--- src/design/tdp_pkg.sv ---
// Shared types and constants for the trial division prime test unit.
// No dependencies; every other file refers to this package by scoped names.
package tdp_pkg;

   localparam int VALUE_WIDTH_DEFAULT = 31;

   // Commands from the controller to the datapath
   typedef struct packed {
      logic load;        // capture candidate, divisor = 2, square = 4
      logic div_start;   // clear remainder and bit counter
      logic div_step;    // one restoring remainder step
      logic div_next;    // advance divisor and its square
   } cmd_type;

   // Status from the datapath to the controller
   typedef struct packed {
      logic below_two;   // value is 0 or 1
      logic sq_above;    // divisor squared exceeds value
      logic div_last;    // current step is the last bit of the value
      logic rem_zero;    // remainder is zero
   } status_type;

endpackage

--- src/design/tdp_channels.sv ---
// Handshake channel interfaces for the request and response sides.
// Depends on tdp_pkg for the default candidate width.
interface tdp_req_if #(parameter int WIDTH = tdp_pkg::VALUE_WIDTH_DEFAULT) (input logic clock);
   logic             valid;
   logic             ready;
   logic [WIDTH-1:0] candidate;

   modport source (input clock, input ready, output valid, output candidate);
   modport sink   (input clock, input valid, input candidate, output ready);
endinterface

interface tdp_rsp_if (input logic clock);
   logic valid;
   logic ready;
   logic is_prime;

   modport source (input clock, input ready, output valid, output is_prime);
   modport sink   (input clock, input valid, input is_prime, output ready);
endinterface

--- src/design/tdp_datapath.sv ---
// Datapath: value, divisor, divisor square and a bit-serial remainder unit.
// Depends on tdp_pkg for the command and status structs.
module tdp_datapath #(
   parameter int VALUE_WIDTH = tdp_pkg::VALUE_WIDTH_DEFAULT
) (
   input  logic                   clock,
   input  logic [VALUE_WIDTH-1:0] candidate,
   input  tdp_pkg::cmd_type       cmd,
   output tdp_pkg::status_type    status
);

   localparam int CNT_W = $clog2(VALUE_WIDTH);

   logic [VALUE_WIDTH-1:0] value_ff, value_in;
   logic [VALUE_WIDTH-1:0] shift_ff, shift_in;
   logic [VALUE_WIDTH-1:0] divisor_ff, divisor_in;
   logic [VALUE_WIDTH:0]   square_ff, square_in;
   logic [VALUE_WIDTH-1:0] rem_ff, rem_in;
   logic [CNT_W-1:0]       count_ff, count_in;
   logic [VALUE_WIDTH:0]   trial;

   // shift in the next value bit, subtract the divisor when it fits
   assign trial = {rem_ff, shift_ff[VALUE_WIDTH-1]};

   always_comb begin
      value_in   = value_ff;
      shift_in   = shift_ff;
      divisor_in = divisor_ff;
      square_in  = square_ff;
      rem_in     = rem_ff;
      count_in   = count_ff;
      if (cmd.load) begin
         value_in   = candidate;
         divisor_in = VALUE_WIDTH'(2);
         square_in  = (VALUE_WIDTH + 1)'(4);
      end
      if (cmd.div_start) begin
         shift_in = value_ff;
         rem_in   = '0;
         count_in = '0;
      end
      if (cmd.div_step) begin
         shift_in = {shift_ff[VALUE_WIDTH-2:0], 1'b0};
         count_in = count_ff + CNT_W'(1);
         if (trial >= {1'b0, divisor_ff}) begin
            rem_in = VALUE_WIDTH'(trial - {1'b0, divisor_ff});
         end else begin
            rem_in = trial[VALUE_WIDTH-1:0];
         end
      end
      if (cmd.div_next) begin
         // (d+1)^2 = d^2 + 2d + 1
         divisor_in = divisor_ff + VALUE_WIDTH'(1);
         square_in  = square_ff + {divisor_ff, 1'b1};
      end
   end

   always_ff @(posedge clock) begin
      value_ff   <= value_in;
      shift_ff   <= shift_in;
      divisor_ff <= divisor_in;
      square_ff  <= square_in;
      rem_ff     <= rem_in;
      count_ff   <= count_in;
   end

   assign status.below_two = (value_ff[VALUE_WIDTH-1:1] == '0);
   assign status.sq_above  = (square_ff > {1'b0, value_ff});
   assign status.div_last  = (count_ff == CNT_W'(VALUE_WIDTH - 1));
   assign status.rem_zero  = (rem_ff == '0);

endmodule

--- src/design/tdp_controller.sv ---
// Controller: sequences the divisor loop and holds the response register.
// Depends on tdp_pkg for the command and status structs.
module tdp_controller (
   input  logic                clock,
   input  logic                reset,
   input  logic                req_valid,
   output logic                req_ready,
   output logic                rsp_valid,
   input  logic                rsp_ready,
   output logic                rsp_is_prime,
   output tdp_pkg::cmd_type    cmd,
   input  tdp_pkg::status_type status
);

   localparam logic [2:0] ST_IDLE   = 3'd0;
   localparam logic [2:0] ST_CHECK  = 3'd1;
   localparam logic [2:0] ST_DIVIDE = 3'd2;
   localparam logic [2:0] ST_TEST   = 3'd3;
   localparam logic [2:0] ST_FINISH = 3'd4;

   logic [2:0] state_ff, state_in;
   logic       verdict_ff, verdict_in;
   logic       rsp_valid_ff, rsp_valid_in;
   logic       is_prime_ff, is_prime_in;
   logic       rsp_free;

   assign req_ready = (state_ff == ST_IDLE);
   assign rsp_free  = !rsp_valid_ff || rsp_ready;

   always_comb begin
      state_in     = state_ff;
      verdict_in   = verdict_ff;
      rsp_valid_in = rsp_valid_ff && !rsp_ready;
      is_prime_in  = is_prime_ff;
      cmd          = '0;
      unique case (state_ff)
         ST_IDLE: begin
            if (req_valid) begin
               cmd.load = 1'b1;
               state_in = ST_CHECK;
            end
         end
         ST_CHECK: begin
            if (status.below_two) begin
               verdict_in = 1'b0;
               state_in   = ST_FINISH;
            end else if (status.sq_above) begin
               verdict_in = 1'b1;
               state_in   = ST_FINISH;
            end else begin
               cmd.div_start = 1'b1;
               state_in      = ST_DIVIDE;
            end
         end
         ST_DIVIDE: begin
            cmd.div_step = 1'b1;
            if (status.div_last) begin
               state_in = ST_TEST;
            end
         end
         ST_TEST: begin
            if (status.rem_zero) begin
               verdict_in = 1'b0;
               state_in   = ST_FINISH;
            end else begin
               cmd.div_next = 1'b1;
               state_in     = ST_CHECK;
            end
         end
         ST_FINISH: begin
            // hold until the response register is free
            if (rsp_free) begin
               rsp_valid_in = 1'b1;
               is_prime_in  = verdict_ff;
               state_in     = ST_IDLE;
            end
         end
         default: begin
            state_in = ST_IDLE;
         end
      endcase
   end

   always_ff @(posedge clock) begin
      if (reset) begin
         state_ff     <= ST_IDLE;
         rsp_valid_ff <= 1'b0;
      end else begin
         state_ff     <= state_in;
         rsp_valid_ff <= rsp_valid_in;
      end
      verdict_ff  <= verdict_in;
      is_prime_ff <= is_prime_in;
   end

   assign rsp_valid    = rsp_valid_ff;
   assign rsp_is_prime = is_prime_ff;

   a_load_to_check: assert property (@(posedge clock) disable iff (reset)
      cmd.load |=> state_ff == ST_CHECK)
      else $error("load did not enter the check state");

   a_last_step_to_test: assert property (@(posedge clock) disable iff (reset)
      (state_ff == ST_DIVIDE && status.div_last) |=> state_ff == ST_TEST)
      else $error("remainder loop overran its last bit");

   a_finish_delivers: assert property (@(posedge clock) disable iff (reset)
      (state_ff == ST_FINISH && rsp_free) |=> rsp_valid_ff && is_prime_ff == $past(verdict_ff))
      else $error("finished verdict not placed in response register");

   a_small_not_prime: assert property (@(posedge clock) disable iff (reset)
      (state_ff == ST_CHECK && status.below_two) |=> !verdict_ff)
      else $error("value below two marked prime");

endmodule

--- src/design/trial_division_prime_test_unit.sv ---
// Trial division prime test: one candidate in, one is_prime bit out.
// Each trial divisor passes through the bit-serial remainder unit
// (VALUE_WIDTH steps per divisor). One candidate is in work at a time; a new
// one is taken once the verdict moves into the response register.
// Reset (synchronous, active high) clears the controller state and response valid.
module trial_division_prime_test_unit #(
   parameter int VALUE_WIDTH = tdp_pkg::VALUE_WIDTH_DEFAULT
) (
   input  logic      clock,
   input  logic      reset,
   tdp_req_if.sink   req_channel,
   tdp_rsp_if.source rsp_channel
);

   tdp_pkg::cmd_type    cmd;
   tdp_pkg::status_type status;

   tdp_controller u_controller (
      .clock        (clock),
      .reset        (reset),
      .req_valid    (req_channel.valid),
      .req_ready    (req_channel.ready),
      .rsp_valid    (rsp_channel.valid),
      .rsp_ready    (rsp_channel.ready),
      .rsp_is_prime (rsp_channel.is_prime),
      .cmd          (cmd),
      .status       (status)
   );

   tdp_datapath #(
      .VALUE_WIDTH (VALUE_WIDTH)
   ) u_datapath (
      .clock     (clock),
      .candidate (req_channel.candidate[VALUE_WIDTH-1:0]),
      .cmd       (cmd),
      .status    (status)
   );

endmodule

--- src/flat_wrapper.sv ---
// flat-port wrapper written by rule: the top's interface ports become plain ports
module trial_division_prime_test_unit_flat 
#(
   parameter int VALUE_WIDTH = tdp_pkg::VALUE_WIDTH_DEFAULT
)
  (clock, reset, req_channel_valid, req_channel_candidate, req_channel_ready, rsp_channel_ready, rsp_channel_valid, rsp_channel_is_prime);
  tdp_req_if #(.WIDTH((tdp_pkg::VALUE_WIDTH_DEFAULT))) req_channel_i (.clock(clock));
  tdp_rsp_if rsp_channel_i (.clock(clock));
  input  logic clock;
  input  logic reset;
  input wire logic [$bits(req_channel_i.valid)-1:0] req_channel_valid;
  input wire logic [$bits(req_channel_i.candidate)-1:0] req_channel_candidate;
  output wire logic [$bits(req_channel_i.ready)-1:0] req_channel_ready;
  input wire logic [$bits(rsp_channel_i.ready)-1:0] rsp_channel_ready;
  output wire logic [$bits(rsp_channel_i.valid)-1:0] rsp_channel_valid;
  output wire logic [$bits(rsp_channel_i.is_prime)-1:0] rsp_channel_is_prime;
  assign req_channel_i.valid = req_channel_valid;
  assign req_channel_i.candidate = req_channel_candidate;
  assign req_channel_ready = req_channel_i.ready;
  assign rsp_channel_i.ready = rsp_channel_ready;
  assign rsp_channel_valid = rsp_channel_i.valid;
  assign rsp_channel_is_prime = rsp_channel_i.is_prime;
  trial_division_prime_test_unit #(.VALUE_WIDTH(VALUE_WIDTH)) u_core (.clock(clock), .reset(reset), .req_channel(req_channel_i), .rsp_channel(rsp_channel_i));
endmodule
--- config.mk ---
export PLATFORM = sky130hd
export DESIGN_NAME = trial_division_prime_test_unit_flat
export DESIGN_NICKNAME = d
export VERILOG_FILES = /design/src/design/tdp_pkg.sv /design/src/design/tdp_channels.sv /design/src/design/tdp_datapath.sv /design/src/design/tdp_controller.sv /design/src/design/trial_division_prime_test_unit.sv /design/src/flat_wrapper.sv
export SDC_FILE = /design/constraint.sdc
export NUM_CORES = 1
export LEC_CHECK = 0
export ABC_AREA = 1
export BUFFER_PORTS_ARGS = -buffer_cell sky130_fd_sc_hd__buf_2
export CAP_MARGIN = 25
export CORE_MARGIN = 2
export CORE_UTILIZATION = 60
export CTS_BUF_LIST = sky130_fd_sc_hd__clkbuf_4 sky130_fd_sc_hd__clkbuf_8
export CTS_CLUSTER_DIAMETER = 60
export DETAILED_ROUTE_END_ITERATION = 10
export PLACE_DENSITY = 0.74
export SLEW_MARGIN = 20
export SYNTH_ARGS = -nofsm -noshare
export SYNTH_HDL_FRONTEND = slang
export SYNTH_SLANG_ARGS = --single-unit
--- constraint.sdc ---
create_clock -name clock -period 14.55 [get_ports clock]
set_input_delay 2.1825 -clock clock [delete_from_list [all_inputs] [get_ports clock]]
set_output_delay 2.1825 -clock clock [all_outputs]
set_load 0.02 [all_outputs]
## Word level (Yosys, flattened, before mapping)

Index checks and enable logic that the tools add are counted.

- Register bits: 167
- Input bits: 35
- Output and inout port bits: 3
- Logic and storage cells: 72

- Add/sub/neg operators: 4
- $lt $le $gt $ge: 2
- Equal/unequal tests: 10
- Mux-type cells: 32
- Reduce and logical (&&, ||, !) cells: 13

Operators with widths:

| operator | number |
|---|---|
| two-way mux 31 bit | 7 |
| two-way mux 32 bit | 2 |
| adder 32 bit | 1 |
| >= comparator 32 x 31 -> 1 bit | 1 |
| greater-than comparator 32 x 31 -> 1 bit | 1 |
| adder 31 x 1 -> 31 bit (second input constant) | 1 |
| zero test 31 bit | 1 |
| subtractor 31 bit | 1 |
| zero test 30 bit | 1 |
| two-way mux 3 bit | 6 |
| one-hot mux 3 bit (5 select lines) | 1 |
| two-way mux 1 bit | 13 |
| two-way mux 5 bit | 2 |
| == test 3 x 2 -> 1 bit (second input constant) | 2 |
| AND reduction 3 bit | 2 |
| nonzero test 2 bit | 3 |
| adder 5 x 1 -> 5 bit (second input constant) | 1 |
| == test 5 bit (second input constant) | 1 |
| != test 2 x 1 -> 1 bit (second input constant) | 2 |
| != test 2 bit (second input constant) | 2 |
| == test 3 x 1 -> 1 bit (second input constant) | 1 |
| == test 3 bit (second input constant) | 1 |
| zero test 3 bit | 1 |
| != test 3 x 1 -> 1 bit (second input constant) | 1 |
| other kinds (5) | 6 |

## Depth between registers and ports, before layout

- Word-level depth: 6
- Depth in mapped cells: 18
- Mapped depth without buffers: 18

## Modules after synthesis

From an unflattened synthesis, not the netlist that was laid out.

- Cells, all modules: 1710
- Area total of the unflattened synthesis: 12500.7 sq um

By module, submodules not included:

| module | instances | cells each | area an instance (sq um) | seq. area each (sq um) |
|---|---|---|---|---|
| tdp_datapath | 1 | 1659 | 12167.9 | 4824.6 |
| tdp_controller | 1 | 51 | 332.8 | 140.1 |

## Least setup slack after synthesis

OpenSTA, ideal clock, no wires.

- Path type: input-to-reg
- Start point: input port req_channel_valid
- End point: register u_core.u_datapath.divisor_ff[0], enable pin
- Library setup time: 571 ps
- Arrival: 6660 ps
- Data required time: 13979 ps
- Path slack: 7319 ps
- Stages on the path: 2
- Path buffers: 0
- Cells stage by stage: inv_1 > o21ai_0

- Word-level cells in the longest chain between the ends: 3

RTL lines:

| what | line | text |
|---|---|---|
| from (decl) | flat_wrapper.sv:11 | `input wire logic [$bits(req_channel_i.valid)-1:0] req_channel_valid;` |
| two-way mux 1 bit | tdp_controller.sv:38 | `if (req_valid) begin` |
| two-way mux 1 bit | tdp_controller.sv:36 | `unique case (state_ff)` |
| nonzero test 2 bit (no line) | - |  |
| to (signal assigned) | tdp_datapath.sv:61 | `divisor_ff <= divisor_in;` |
| to (decl) | tdp_datapath.sv:16 | `logic [VALUE_WIDTH-1:0] divisor_ff, divisor_in;` |

Every way passes these cells.
A chain may end at the register's enable or synchronous reset.

## Final worst setup path

- Start point: register u_core.u_controller.state_ff[0]
- End point: output port req_channel_ready

- Word-level cells in the longest chain between the ends: 1

RTL lines:

| what | line | text |
|---|---|---|
| from (decl) | tdp_controller.sv:21 | `logic [2:0] state_ff, state_in;` |
| from (signal assigned) | tdp_controller.sv:89 | `state_ff <= state_in;` |
| zero test 3 bit | tdp_controller.sv:27 | `assign req_ready = (state_ff == ST_IDLE);` |
| to (decl) | flat_wrapper.sv:13 | `output wire logic [$bits(req_channel_i.ready)-1:0] req_channel_ready;` |

Every way passes these cells.

==> metrics.log <==
INFO  metric leak_pwr = 5.29 nW
INFO  metric critical_path.slowest_cell = sky130_fd_sc_hd__dfxtp_1
INFO  metric floorplan.die.height = 143 um
INFO  metric fillCellCount = 1,656
INFO  metric synth_cells = 1,428
INFO  metric gp_congestion = 1.02
INFO  metric asyncSetResetFlopFracSynth = 0%
INFO  metric report.final.slew_viol_count = 0
INFO  metric clock-sinks = 167
INFO  metric route.detailed.drc = 0
INFO  metric die_area = 20,600 um^2
INFO  metric number_of_hold_buffers_added_after_cts = 0
INFO  metric yosysTopAreaCellShare = 41.7%
INFO  metric library_cell_with_the_highest_instance_count_after_synthesis = sky130_fd_sc_hd__nand2_1
INFO  metric first_pass_detailed_route_iteration_total = 6
INFO  metric synthDominantAreaCellType = sky130_fd_sc_hd__edfxtp_1
INFO  metric setup_tns = 0 ps
INFO  metric clock_pin_transition_on_the_worst_setup_and_hold_timing_paths = 100 ps
INFO  metric total_clock_buffers_created_by_cts = 17
INFO  metric detailedPlacementHpwl = 21,700 um
INFO  metric grt_max_degree = 67
INFO  metric peak_fanout_along_the_critical_path = 5
INFO  metric all_layer_global_routing_usage = 28.4%
INFO  metric grt_pass1_vias = 8,935
INFO  metric placement.io_buffers = 37
INFO  metric synth.top_cells.by_count = sky130_fd_sc_hd__nand2_1, sky130_fd_sc_hd__inv_1, sky130_fd_sc_hd__edfxtp_1
INFO  metric route.antenna.remaining_nets = 0
INFO  metric drt_wl_total = 28,400 um
INFO  metric rsz0062_at_grt = no
INFO  metric hold_class = reg2reg
INFO  metric setup.worst_path.class = reg2out
INFO  metric max_slew_margin_vs_limit = 38.9%
INFO  metric detail_route.iter0.violations = 791
INFO  metric max_stage_delay = 380 ps
INFO  metric synth-edff-count = 162
INFO  metric cts_setup_buffers = 0
INFO  metric worst_pin_slew = 917 ps
INFO  metric core_region_area = 19,300 um^2
INFO  metric worst_ir_drop_vdd = 0.0000841 V
INFO  metric design.final.nets = 1,601
INFO  metric count_of_inserted_antenna_diode_cells = 0
INFO  metric cts_tree = done
INFO  metric floorplan.initialDensity = 60.6%
INFO  metric wire_per_inst = 16.2 um
INFO  metric core.rowCount = 51
INFO  metric critical_path_cell_by_cell = nor3_1, buf_2
INFO  metric post_cts_resize_count = 0
INFO  metric cts_htree_levels = 4
INFO  metric worst_clock_skew = 18.4 ps
INFO  metric cp.required = 12,370 ps
INFO  metric drive_above_1_share = 8.50%
INFO  metric cts_root_buffer = sky130_fd_sc_hd__clkbuf_8
INFO  metric status = complete, no violations
INFO  metric final.min_clock_period = 3570 ps
INFO  metric cts_buffer_depth = 2
INFO  metric netlist_area = 11,700 um^2
INFO  metric route.vias.total = 9,813
INFO  metric num_io_pins = 38
INFO  metric upper_clock_frequency_limit = 280 MHz
INFO  metric yosysSeqAreaShare = 42.5%
INFO  metric worst-endpoint-arrival = 1390 ps
INFO  metric whs = 432 ps
INFO  metric synth_fp_nets = 1,560
INFO  metric ff_latch_area = 4960 um^2
INFO  metric vias_per_cell = 5.62
INFO  metric placed_cell_area = 12,100 um^2
INFO  metric yosysWarnings = 0
INFO  metric postSynth.topFlopCell = sky130_fd_sc_hd__edfxtp_1
INFO  metric multi_input_area = 5880 um^2
INFO  metric power-per-cell-area = 204 nW/um^2
INFO  metric die_span_x = 143 um
INFO  metric synth.avg_cell_area = 8.17 um^2
INFO  metric setup.worst_path.start_class = flip-flop
INFO  metric globalRoute.totalOverflow = 0
INFO  metric stdcell_area = 12,500 um^2
INFO  metric yosys.cell_types.count = 46
INFO  metric final_hold_viol_count = 0
INFO  metric antenna_violations_before_repair = 0
INFO  metric report.final.setup_viol = 0
INFO  metric worstSkewPairLatency = 480 ps
INFO  metric crit_path_end_kind = output port
INFO  metric ys_seq_elements = 167
INFO  metric synthToLayoutAreaGrowth = 7.41%
INFO  metric max_cap_violations = 0
INFO  metric final.period_utilization = 24.5%
INFO  metric synth_top_cells_by_area = sky130_fd_sc_hd__edfxtp_1, sky130_fd_sc_hd__ha_1, sky130_fd_sc_hd__nand2_1, sky130_fd_sc_hd__inv_1, sky130_fd_sc_hd__a21oi_1
INFO  metric wire_length_of_the_first_global_routing_pass = 45,400 um
[critical path: cells and delay by family, from the launching register on]
family / cells / cell delay, ps
buf+inv: 1 / 230
flops: 1 / 380
simple gates: 1 / 310
[final cells by class]
type | count | share of cell area (%)
clock inverter | 14 | 1.23
clock buffer | 18 | 1.98
tap | 265 | 2.64
sequential | 167 | 39.6
inverter | 197 | 5.90
multi-input combinational | 1044 | 46.9
timing repair buffer | 42 | 1.78
[registers in the layout, summed over array words and instances (netlist names)]
name / cells
u_core.u_controller.state_ff: 3
u_core.u_controller.rsp_valid: 1
u_core.u_datapath.value_ff: 31
u_core.u_controller.verdict_ff: 1
u_core.u_datapath.rem_ff: 31
u_core.u_datapath.square_ff: 32
u_core.u_datapath.shift_ff: 31
u_core.u_datapath.count_ff: 5
u_core.u_datapath.divisor_ff: 31
u_core.u_controller.rsp_is_prime: 1
[where the power goes]
part / total (mW) / switching (mW) / internal, mW
logic: 1.36 / 0.930 / 0.429
clock network: 0.341 / 0.206 / 0.135
registers: 0.855 / 0.114 / 0.741
total: 2.55 / 1.25 / 1.30
[worst paths after layout]
kind / slack, ps / cells past startpoint / start / end
hold / removal: 430 / 0 / u_core.u_controller.verdict_ff$_SDFFCE_PN0P_ / u_core.u_controller.rsp_is_prime$_DFFE_PP_
hold reg to reg: 430 / 0 / u_core.u_controller.verdict_ff$_SDFFCE_PN0P_ / u_core.u_controller.rsp_is_prime$_DFFE_PP_
setup / recovery: 10980 / 2 / u_core.u_controller.state_ff[0]$_SDFFE_PP0P_ / req_channel_ready
setup reg to reg: 11040 / 13 / u_core.u_datapath.value_ff[30]$_DFFE_PP_ / u_core.u_datapath.rem_ff[29]$_SDFFCE_PN0P_
[metal layers]
layer	part of all wire, %	GRT usage [%]	vias to the layer above
li1	-	-	4967
met4	1.2	5.93	0
met2	45	44.6	313
met3	6.5	4.27	27
met5	0	0	-
met1	47	41.8	4506
[stage by stage]
step	instances	setup slack (ps)	util, %	power (mW)
3_5_place_dp	1715	10930	63.0	2.20
5_1_grt	1747	10790	65.1	2.78
2_1_floorplan	1428	7320	-	1.87
6_report	1747	10980	65.1	2.55
3_3_place_gp	1715	10970	63.0	2.17
4_1_cts	1747	10960	65.1	2.54
[placed cells by master (no fill, tap or decap), types with 6 or more instances in the layout]
cell,count
sky130_fd_sc_hd__nand3_1,53
sky130_fd_sc_hd__o21ai_1,40
sky130_fd_sc_hd__o211ai_1,6
sky130_fd_sc_hd__buf_2,37
sky130_fd_sc_hd__a21oi_2,13
sky130_fd_sc_hd__nor2_2,6
sky130_fd_sc_hd__nand2_1,275
sky130_fd_sc_hd__o21bai_1,11
sky130_fd_sc_hd__edfxtp_1,162
sky130_fd_sc_hd__inv_1,191
sky130_fd_sc_hd__xor2_1,21
sky130_fd_sc_hd__nand4_1,20
sky130_fd_sc_hd__nand2_2,11
sky130_fd_sc_hd__inv_8,7
sky130_fd_sc_hd__a21o_1,12
sky130_fd_sc_hd__ha_1,95
sky130_fd_sc_hd__nor3_1,33
sky130_fd_sc_hd__o21ai_0,89
sky130_fd_sc_hd__a21oi_1,134
sky130_fd_sc_hd__clkbuf_8,18
sky130_fd_sc_hd__nor2_1,157
sky130_fd_sc_hd__xnor2_1,11
sky130_fd_sc_hd__nor4_1,14
[cells by family after synthesis]
| logic type | after synthesis | share of synthesized area (%) |
|---|---|---|
| simple gates | 592 | 21.9 |
| flops | 167 | 42.5 |
| fa+ha+maj | 97 | 10.5 |
| compound gates | 323 | 15.3 |
| buf+inv | 217 | 7.33 |
| xor+xnor | 32 | 2.40 |
(Power assumes the default switching activity.)
